[src/design/sdtw_pkg.sv]
// Package for the subsequence warping matcher: sizes, types and helpers.
package sdtw_pkg;
  localparam int PATTERN_MAX = 16;
  localparam int WINDOW_MAX  = 32;
  localparam int SYMBOL_BITS = 8;
  localparam int CNT_W = 6;
  localparam int PIDX_W = 4;
  localparam int WIDX_W = 5;

  typedef logic [CNT_W-1:0] cnt_t;

  typedef enum logic [2:0] {
    CFG_PAT_LO  = 3'd0,
    CFG_PAT_HI  = 3'd1,
    CFG_WILD    = 3'd2,
    CFG_PLEN    = 3'd3,
    CFG_MINW    = 3'd4,
    CFG_MAXW    = 3'd5
  } cfg_idx_t;

  typedef enum logic [1:0] {
    ST_IDLE, ST_SWEEP, ST_SCAN, ST_OUT
  } state_t;

  // data handed from one cell to the next cell in the chain
  typedef struct packed {
    logic       valid;
    logic       last_col;
    logic       first_col;
    logic [SYMBOL_BITS-1:0] sym;
    cnt_t       e;
    cnt_t       n;
  } link_t;

  // returns 1 when ratio a_e/a_n is not above b_e/b_n
  function automatic logic ratio_le(cnt_t a_e, cnt_t a_n, cnt_t b_e, cnt_t b_n);
    logic [2*CNT_W-1:0] pa;
    logic [2*CNT_W-1:0] pb;
    pa = a_e * b_n;
    pb = b_e * a_n;
    return pa <= pb;
  endfunction
endpackage

[src/design/sdtw_cell.sv]
// One pattern-row cell: computes its row of the warping table column by column.
module sdtw_cell import sdtw_pkg::*; (
  input  logic       clk,
  input  logic       rst_n,
  input  logic       is_last_row,
  input  logic       wild,
  input  logic [SYMBOL_BITS-1:0] pat_sym,
  input  link_t      up_in,
  output link_t      dn_out
);
  // up_in carries the row below (j+1) for column l; this cell holds its
  // own value of column l+1 (right) and the row-below value of l+1 (diag).
  cnt_t e_right_r, n_right_r, e_diag_r, n_diag_r;
  link_t out_r;
  cnt_t e_nxt, n_nxt;
  logic m;
  cnt_t eD, lD, eR, lR, eN, lN;

  assign m = !wild && (up_in.sym != pat_sym);

  always_comb begin
    eD = e_diag_r + cnt_t'(m);  lD = n_diag_r + cnt_t'(1);
    eR = e_right_r + cnt_t'(m); lR = n_right_r + cnt_t'(1);
    eN = up_in.e + cnt_t'(m);   lN = up_in.n + cnt_t'(1);
    if (is_last_row) begin
      // bottom row: suffix mismatch count
      if (up_in.first_col) begin
        e_nxt = cnt_t'(m); n_nxt = cnt_t'(1);
      end else begin
        e_nxt = eR; n_nxt = lR;
      end
    end else if (up_in.first_col) begin
      // newest column: sum down the pattern suffix
      e_nxt = eN; n_nxt = lN;
    end else if (ratio_le(eD, lD, eR, lR)) begin
      if (ratio_le(eD, lD, eN, lN)) begin e_nxt = eD; n_nxt = lD; end
      else begin e_nxt = eN; n_nxt = lN; end
    end else begin
      if (ratio_le(eR, lR, eN, lN)) begin e_nxt = eR; n_nxt = lR; end
      else begin e_nxt = eN; n_nxt = lN; end
    end
  end

  always_ff @(posedge clk) begin
    if (!rst_n) begin
      out_r.valid <= 1'b0;
    end else begin
      out_r.valid <= up_in.valid;
    end
    out_r.last_col  <= up_in.last_col;
    out_r.first_col <= up_in.first_col;
    out_r.sym       <= up_in.sym;
    out_r.e         <= e_nxt;
    out_r.n         <= n_nxt;
    if (up_in.valid) begin
      e_right_r <= e_nxt;
      n_right_r <= n_nxt;
      e_diag_r  <= up_in.e;
      n_diag_r  <= up_in.n;
    end
  end

  assign dn_out = out_r;
endmodule

[config.mk]
export PLATFORM = sky130hd
export DESIGN_NAME = sdtw_cell
export DESIGN_NICKNAME = d
export VERILOG_FILES = /design/src/design/sdtw_pkg.sv /design/src/design/sdtw_cell.sv
export SDC_FILE = /design/constraint.sdc
export NUM_CORES = 1
export LEC_CHECK = 0
export ABC_AREA = 1
export BUFFER_PORTS_ARGS = -buffer_cell sky130_fd_sc_hd__clkbuf_2
export CAP_MARGIN = 20
export CORE_ASPECT_RATIO = 1.2
export CORE_MARGIN = 8
export CORE_UTILIZATION = 51
export DETAILED_ROUTE_END_ITERATION = 8
export GPL_TIMING_DRIVEN = 0
export PLACE_DENSITY = 0.76
export SLEW_MARGIN = 20
export SYNTH_ARGS = -nofsm -noshare
export SYNTH_HDL_FRONTEND = slang
export SYNTH_SLANG_ARGS = --single-unit
[constraint.sdc]
create_clock -name clk -period 19 [get_ports clk]
set_clock_uncertainty 0.1 [all_clocks]
set_input_delay 1.9 -clock clk [delete_from_list [all_inputs] [get_ports clk]]
set_output_delay 1.9 -clock clk [all_outputs]
set_load 0.05 [all_outputs]
# --- Yosys cells after proc, flatten, opt, wreduce, memory -nomap -nowiden ---
# Index checks and enable logic that the tools add are counted.
word_totals:
  register_bits: 47
  latch_bits: 0
  ram_bits: 0
  rom_bits: 0
  inputBits: 35
  word_cells: 40
  memories: 0
classes:
  addsub: 6
  mul: 6
  div_mod_pow: 0
  magnitude_cmp: 3
  eq_ne: 1
  shifts: 0
  mux: 12
  bitwise_logic: 0
  n_reduce_logical: 2
ops:
  columns: ["cell", "n"]
  rows:
  - ["6-bit by 6-bit multiplier with 12-bit output", 6]
  - ["6-bit two-way mux", 12]
  - ["12-bit <= comparator", 3]
  - ["6-bit by 1-bit adder with 6-bit output", 3]
  - ["6-bit by 1-bit adder with 6-bit output (second input constant)", 3]
  - ["8-bit inequality test", 1]
  - ["1-bit logical AND", 1]
  - ["1-bit logical NOT", 1]

# --- Longest topological paths before layout ---
# Gate-level depths: netlist of run 1.
logic_depth:
  ltp_word: 9
  depth_mapped: 43
  depth_no_buf: 41

# --- Worst setup path after synthesis of run 1 ---
# No wires, ideal clock.
synth_path:
  path_type: "input port to flip-flop"
  startpoint: "in pat_sym[6]"
  endpoint: "reg n_right_r[4], data pin"
  setup_ps: 277
  arrival_ps: 7556
  slack_ps: 11067
  path_stages: 37
  cell_sequence: "xor2_1 > nor4_1 > nand4_1 > nand2_1 > inv_1 > ha_1 > ha_1 > xor2_1 > inv_1 > nor2_1 > fa_1 > fa_1 > inv_1 > fa_1 > inv_1 > ha_1 > a21oi_1 > o21ai_0 > nand2_1 > nand2_1 > a21oi_1 > o21ai_0 > nand2_1 > nand2_1 > nand2_1 > nand2_1 > ha_1 > a21o_1 > nor2_1 > nand3_2 > nand2_1 > buf_6 > nand2_1 > nand3_1 > nand3_1 > nand2_1 > o21ai_0"
synth_between:
  elab_chain_len: 9
  word_cells_on_any_way: 19
  cone_classes: "add/sub: 3; mul: 6; order compare: 3; eq/ne: 1; mux: 5; reduce/logical: 1"
synth_lines:
  columns: ["item", "line", "source"]
  rows:
  - ["from (decl)", "sdtw_cell.sv:7", "input logic [SYMBOL_BITS-1:0] pat_sym,"]
  - ["8-bit inequality test (*)", "sdtw_cell.sv:19", "assign m = !wild && (up_in.sym != pat_sym);"]
  - ["1-bit logical AND (*)", "sdtw_cell.sv:19", null]
  - ["6-bit by 1-bit adder with 6-bit output (on tied branches)", "sdtw_cell.sv:23, sdtw_cell.sv:22, sdtw_cell.sv:24", null]
  - ["6-bit by 6-bit multiplier with 12-bit output (on tied branches)", "sdtw_pkg.sv:39, sdtw_pkg.sv:40", null]
  - ["12-bit <= comparator", "sdtw_pkg.sv:41", "return pa <= pb;"]
  - ["6-bit two-way mux (on tied branches)", "sdtw_cell.sv:39, sdtw_cell.sv:36", null]
  - ["6-bit two-way mux (*)", "sdtw_cell.sv:35", "end else if (ratio_le(eD, lD, eR, lR)) begin"]
  - ["6-bit two-way mux (*)", "sdtw_cell.sv:32", "end else if (up_in.first_col) begin"]
  - ["6-bit two-way mux (*)", "sdtw_cell.sv:25", "if (is_last_row) begin"]
  - ["net n_nxt[4]", "sdtw_cell.sv:15", "cnt_t e_nxt, n_nxt;"]
  - ["to (signal assigned)", "sdtw_cell.sv:57", "n_right_r <= n_nxt;"]
  - ["to (decl)", "sdtw_cell.sv:13", "cnt_t e_right_r, n_right_r, e_diag_r, n_diag_r;"]
# The timed path passes the listed nets; every way through them passes the cells marked *.
# A chain may end at the register's enable or synchronous reset.

# --- Final worst setup path of run 1 ---
layout_path:
  startpoint: "in pat_sym[7]"
  endpoint: "reg n_right_r[4], data pin"
# The elaborated chain is that of the path after synthesis.

==> results of run 1 <==
-- final cells by class --
type                            count  share of cell area
Timing Repair Buffer               56              0.0267
Multi-Input combinational cell    939               0.699
Clock inverter                      2             0.00155
Tap cell                          256              0.0305
Sequential cell                    47               0.112
Clock buffer                        6              0.0143
Inverter                          282               0.101
Buffer                             29              0.0148
-- final timing paths --
check	slack [ns]	endpoint	cells past startpoint	start
worst max register to register	11.87	n_right_r[4]	31	e_diag_r[0]
worst min-delay path	0.66	dn_out[10]	3	e_right_r[4]
worst min register to register	0.66	dn_out[10]	3	e_right_r[4]
worst max-delay path	9.72	n_right_r[4]	38	pat_sym[7]
-- placed cells by master (no fill, tap or decap), types with 2 or more instances in the layout --
master / n
a21o_1: 6
a21oi_1: 41
a31o_2: 4
buf_2: 7
buf_6: 5
clkbuf_1: 16
clkbuf_16: 6
clkbuf_2: 56
clkinv_1: 5
dfxtp_1: 23
edfxtp_1: 24
fa_1: 102
ha_1: 165
inv_1: 273
inv_2: 4
nand2_1: 262
nand2_2: 8
nand3_1: 79
nand3_2: 3
nand3b_1: 7
nand4_1: 7
nor2_1: 156
nor2_2: 3
nor2_4: 3
o21ai_0: 22
o21ai_1: 5
o21bai_1: 3
or2_2: 3
xnor2_1: 16
xnor2_2: 2
xor2_1: 31
xor2_2: 2
-- sequential cells by signal, summed over array words and instances (netlist names) --
signal	cells
dn_out	23
n_right_r	6
n_diag_r	6
e_diag_r	6
e_right_r	6
-- metal layers --
layer / part of all wire / vias up / global-route usage
met3: 0.051 / 52 / 0.0168
met5: 0.00048 / - / 0
li1: - / 4106 / -
met4: 0.043 / 2 / 0.108
met1: 0.41 / 3987 / 0.276
met2: 0.50 / 257 / 0.411
-- worst max-delay path, delay by kind of cell --
kind                       cells  cell delay, ns
buffers and inverters          6            0.96
xor gates and xnor gates       1            0.66
AOI/OAI and AO/OA              5            0.80
adders and majority gates      7            2.66
and+or+nand+nor               19            2.17
-- stage by stage --
step / setup slack (ns) / hold slack (ns)
global route: 9.19 / 0.730
global placement: 9.58 / 0.617
floorplan: 11.07 / 0.519
CTS: 9.75 / 0.656
finish: 9.72 / 0.659
detailed placement: 9.49 / 0.641
-- kinds of logic after synthesis --
family,count (synthesis),synth area share
AOI/OAI and AO/OA,84,0.0492
xor gates and xnor gates,51,0.0490
adders and majority gates,267,0.422
buffers and inverters,311,0.125
DFF,47,0.121
and+or+nand+nor,537,0.234
==> results.json, run 1 <==
{
  "yosysMostFrequentCell": "inv_1",
  "wl_per_cell_um": 16.7,
  "synth-edff-count": 24,
  "place.gp.congestion": 0.978,
  "yosysTopAreaCell": "ha_1",
  "area_delta_synth_final_pct": 7.88,
  "drtAntennaViolNets": 0,
  "relSlewSlack": 0.237,
  "hold_viol_final": 0,
  "fp.dieW_um": 142,
  "post-route-drc-count": 0,
  "clockBufferDepth": 2,
  "cts_resized": 0,
  "drtIter0Drc": 571,
  "multi_input_area_mm2": 0.00734,
  "yosysWarnings": 0,
  "rsz0062_at_grt": "false",
  "drt_first_pass_iters": 6,
  "finish.instance_area_mm2": 0.0105,
  "numPlacedInstances": 1609,
  "maxSlewViolCount": 0,
  "grt_max_degree": 26,
  "ios": 58,
  "cp-start-kind": "input pin",
  "routed_wl_mm": 27.0,
  "fill_cells": 1798,
  "netlist_area_mm2": 0.00973,
  "final_util": 0.559,
  "vias": 8404,
  "diodes": 0,
  "postCtsHoldBufs": 0,
  "io_buffers": 56,
  "regArea_mm2": 0.00118,
  "setup_violations": 0,
  "async_reset_ff_frac": 0,
  "synth-seq-cells": 47,
  "worst_pin_slew_ns": 1.14,
  "cp.required_ns": 18.89,
  "die_y_um": 167,
  "root_buffer": "clkbuf_16",
  "dieArea_mm2": 0.0238,
  "hpwl_mm": 22.9,
  "synth_top_area_frac": 0.212,
  "placed_cell_area_mm2": 0.0103,
  "start_util": 0.518,
  "period_share": 0.489,
  "numCtsBuffers": 5,
  "min_period_ns": 9.28,
  "cts.sinks": 47,
  "avgSynthCellArea_um2": 7.51,
  "synthCells": 1297,
  "cts_tree": "yes",
  "cp.arrival_ns": 9.18,
  "clkTransAtPathRegs_ns": 0.07,
  "crit_fanout": 10,
  "critPathKind": "input pin to register",
  "rows": 55,
  "gr-total-overflow": 0,
  "viasPerCell": 5.20,
  "grt_first_pass_wirelength_mm": 43.6,
  "setup_tns_ns": 0,
  "syn-num-nets": 1599,
  "status": "complete, no violations",
  "synth_common_cells": "inv_1 (273), nand2_1 (262), ha_1 (165), nor2_1 (156), fa_1 (102)",
  "grt_pass1_vias": 8485,
  "yosys-top-cells-area": "ha_1 (21%), fa_1 (21%), inv_1 (11%)",
  "synthFlopType": "edfxtp_1",
  "max_cap_violations": 0,
  "clk_latency_ns": 0.30,
  "yosysSeqAreaShare": 0.121,
  "stdcell_count": 1617,
  "antenna_found_initial": 1,
  "fmax_ghz": 0.108,
  "slowest_delay_ns": 0.66,
  "synth_cell_types": 40,
  "cp-end-kind": "register",
  "cpMostUsedCell": "nand2_1",
  "grtUsageTotal": 0.231,
  "cp_slowest_cell": "xor2_1",
  "htree_num_levels": 2,
  "fin_nets": 1662,
  "postCtsSetupBuffers": 0,
  "layout-drive-gt1-share": 0.0838,
  "min_path_type": "register to register",
  "core_mm2": 0.0188
}
Power of run 1 is not shown: default switching activity piles up to over one toggle a cycle in this logic, so the estimate is an artifact.
==> run 2: changes to the inputs <==
--- a/config.mk
+++ b/config.mk
@@ -5,7 +5,7 @@
 export SDC_FILE = /design/constraint.sdc
 export NUM_CORES = 1
 export LEC_CHECK = 0
-export ABC_AREA = 1
+export ABC_AREA = 0
 export BUFFER_PORTS_ARGS = -buffer_cell sky130_fd_sc_hd__clkbuf_2
 export CAP_MARGIN = 20
 export CORE_ASPECT_RATIO = 1.2
==> constraint.sdc (replaced) <==
create_clock -name clk -period 9.2 [get_ports clk]
set_clock_uncertainty 0.1 [all_clocks]
set_input_delay 0.92 -clock clk [delete_from_list [all_inputs] [get_ports clk]]
set_output_delay 0.92 -clock clk [all_outputs]
set_load 0.05 [all_outputs]
==> run 2 against run 1 <==
- critical path depth decreased by 8
- worst hold slack got worse by 0.024 ns
- final cell count decreased by 17%
- area after synthesis decreased by 4.3%
- sequential cell count unchanged
- global-route usage decreased by 0.60 points
- via count decreased by 8.3%
- critical path type unchanged
- highest routed layer is now met4
==> results.json, run 2 <==
{
  "cp.arrival_ns": 8.68,
  "avgSynthCellArea_um2": 8.79,
  "worstHoldPathCells": 1,
  "synth_top_family_by_area": "adder cells",
  "period_share": 0.951,
  "yosysMostFrequentCell": "inv_1",
  "synth.area.mux_share": 0.00215,
  "hold_viol_final": 0,
  "synth_common_cells": "inv_1 (173), ha_1 (165), fa_1 (102), nand2_1 (87), nor2_1 (85)",
  "met2_length_mm": 12.6,
  "min_path_type": "input pin to register",
  "cp-end-kind": "register",
  "largest_reg_flops": 23,
  "clkTransAtPathRegs_ns": 0.08,
  "drt_first_pass_iters": 5,
  "min_period_ns": 8.75,
  "r2r_end": "e_right_r[5]",
  "gr-total-overflow": 0,
  "r2r_slack_ns": 1.21,
  "r2r.worst_path.cells": 24,
  "htree_num_levels": 2,
  "rsz0062_at_grt": "false",
  "core_mm2": 0.0180,
  "synth-edff-count": 24,
  "min-delay-start": "up_in[21]",
  "yosys.area_share.adder": 0.441,
  "fin_nets": 1426,
  "dieArea_mm2": 0.0229,
  "drtIter0Drc": 534,
  "clk_latency_ns": 0.30,
  "yosysWarnings": 0,
  "synth_top_area_frac": 0.222,
  "die_y_um": 164,
  "cp_slowest_cell": "o31ai_1",
  "r2r-start": "n_diag_r[0]",
  "routed_wl_mm": 25.3,
  "grt_first_pass_wirelength_mm": 40.4,
  "worst_pin_slew_ns": 1.18,
  "relSlewSlack": 0.207,
  "layout_commonest_cell": "inv_1",
  "holdWs_ns": 0.635,
  "yosysTopAreaCell": "ha_1",
  "vias": 7703,
  "syn-num-nets": 1362,
  "post-route-drc-count": 0,
  "wl_per_cell_um": 18.8,
  "synthFlopType": "edfxtp_1",
  "slowest_delay_ns": 0.59,
  "numCtsBuffers": 5,
  "layout-drive-gt1-share": 0.0809,
  "io_buffers": 57,
  "cp-start-kind": "input pin",
  "fmax_ghz": 0.114,
  "whs_endpoint": "dn_out[21]",
  "ios": 58,
  "synth-seq-cells": 47,
  "grtUsageTotal": 0.225,
  "start_util": 0.517,
  "rows": 54,
  "fill_cells": 1636,
  "grt_max_degree": 26,
  "synthCells": 1060,
  "hpwl_mm": 21.1,
  "status": "complete, no violations",
  "cp.required_ns": 9.13,
  "viasPerCell": 5.71,
  "area_delta_synth_final_pct": 8.82,
  "setup_violations": 0,
  "maxSlewViolCount": 0,
  "wl_met3_mm": 1.35,
  "synth_compound_area_frac": 0.103,
  "wl_met1_mm": 10.2,
  "yosysSeqAreaShare": 0.127,
  "synth_xor_area_frac": 0.0893,
  "critPathKind": "input pin to register",
  "async_reset_ff_frac": 0,
  "postCtsSetupBuffers": 0,
  "final_cell_mix": "inv_1 (173), ha_1 (165), fa_1 (102)",
  "grt_pass1_vias": 7863,
  "crit_fanout": 10,
  "netlist_area_mm2": 0.00932,
  "max_cap_violations": 0,
  "fp.dieW_um": 139,
  "yosys-top-cells-area": "ha_1 (22%), fa_1 (22%), edfxtp_1 (7.7%)",
  "yosys.area_share.simple": 0.157,
  "cts.sinks": 47,
  "root_buffer": "clkbuf_16",
  "place.gp.congestion": 0.984,
  "synth_cell_types": 53,
  "top_layer_used": "met4",
  "antenna_found_initial": 0,
  "diodes": 0,
  "cts_tree": "yes",
  "drtAntennaViolNets": 0,
  "clockBufferDepth": 2
}
[run 2: cell count changes after synthesis, moves of 8 or more]
cell,before,now
nand2_2,8,0
nand2b_1,0,16
xnor2_1,16,49
nand3_1,79,22
nand2_1,262,87
xor2_1,31,46
and2_1,0,61
nor2_1,156,85
inv_1,273,173
nor2b_1,0,15
a21o_1,6,16
[run 2: timing repair]
action / in CTS / in global routing
setup endpoints to repair: 0 / 22
gates resized for setup: 0 / 16
hold buffers: 0 / 0
[run 2: stage by stage]
stage	util	setup TNS, ns	setup WS [ns]	instance area [um^2]	cells
floorplan	-	0	1.67	9320	1060
global placement	0.548	-0.330	-0.149	9880	1341
detailed placement	0.548	-0.779	-0.201	9890	1341
CTS	0.557	0	0.0755	10000	1349
global route	0.562	0	0.0197	10100	1349
finish	0.562	0	0.454	10100	1349
[run 2: kinds of logic after synthesis]
family,Yosys count
DFF,47
and+or+nand+nor,306
adders and majority gates,267
muxes,2
AOI/OAI and AO/OA,146
xor gates and xnor gates,95
buffers and inverters,197
[run 2: routing by layer]
| metal | global-route usage | vias to the layer above |
|---|---|---|
| met5 | 0 | - |
| met2 | 0.413 | 264 |
| li1 | - | 3597 |
| met1 | 0.269 | 3786 |
| met3 | 0.0198 | 56 |
| met4 | 0.0865 | 0 |
[run 2: layout make-up]
cell class                 instances  area, um^2  area share
timing repair buffer              57         285      0.0281
buffer                            24         103      0.0101
clock buffer                       5         125      0.0123
multi-input combinational        816        7490       0.738
inverter                         173         649      0.0640
clock inverter                     3        28.8     0.00284
tap                              224         280      0.0276
sequential                        47        1180       0.116
[run 2: worst max-delay path: cells and delay by family]
kind,cells,cell delay [ns]
fa+ha+maj,6,2.39
buf+inv,4,0.50
simple gates,7,1.47
xor+xnor,3,0.87
compound gates,10,2.50
[run 2: how the worst max path moves through the flow]
stage | startpoint | to | slack, ns | cells after the start
after global routing | up_in[12] | e_right_r[1] | 0.02 | 28
after CTS | up_in[16] | e_right_r[1] | 0.08 | 32
final | pat_sym[3] | e_right_r[5] | 0.45 | 30
after global placement | up_in[15] | e_right_r[1] | -0.15 | 32
after detailed placement | up_in[16] | e_right_r[1] | -0.20 | 32
after floorplan | pat_sym[3] | n_right_r[3] | 1.67 | 31
Power of run 2 is left out for the same reason.
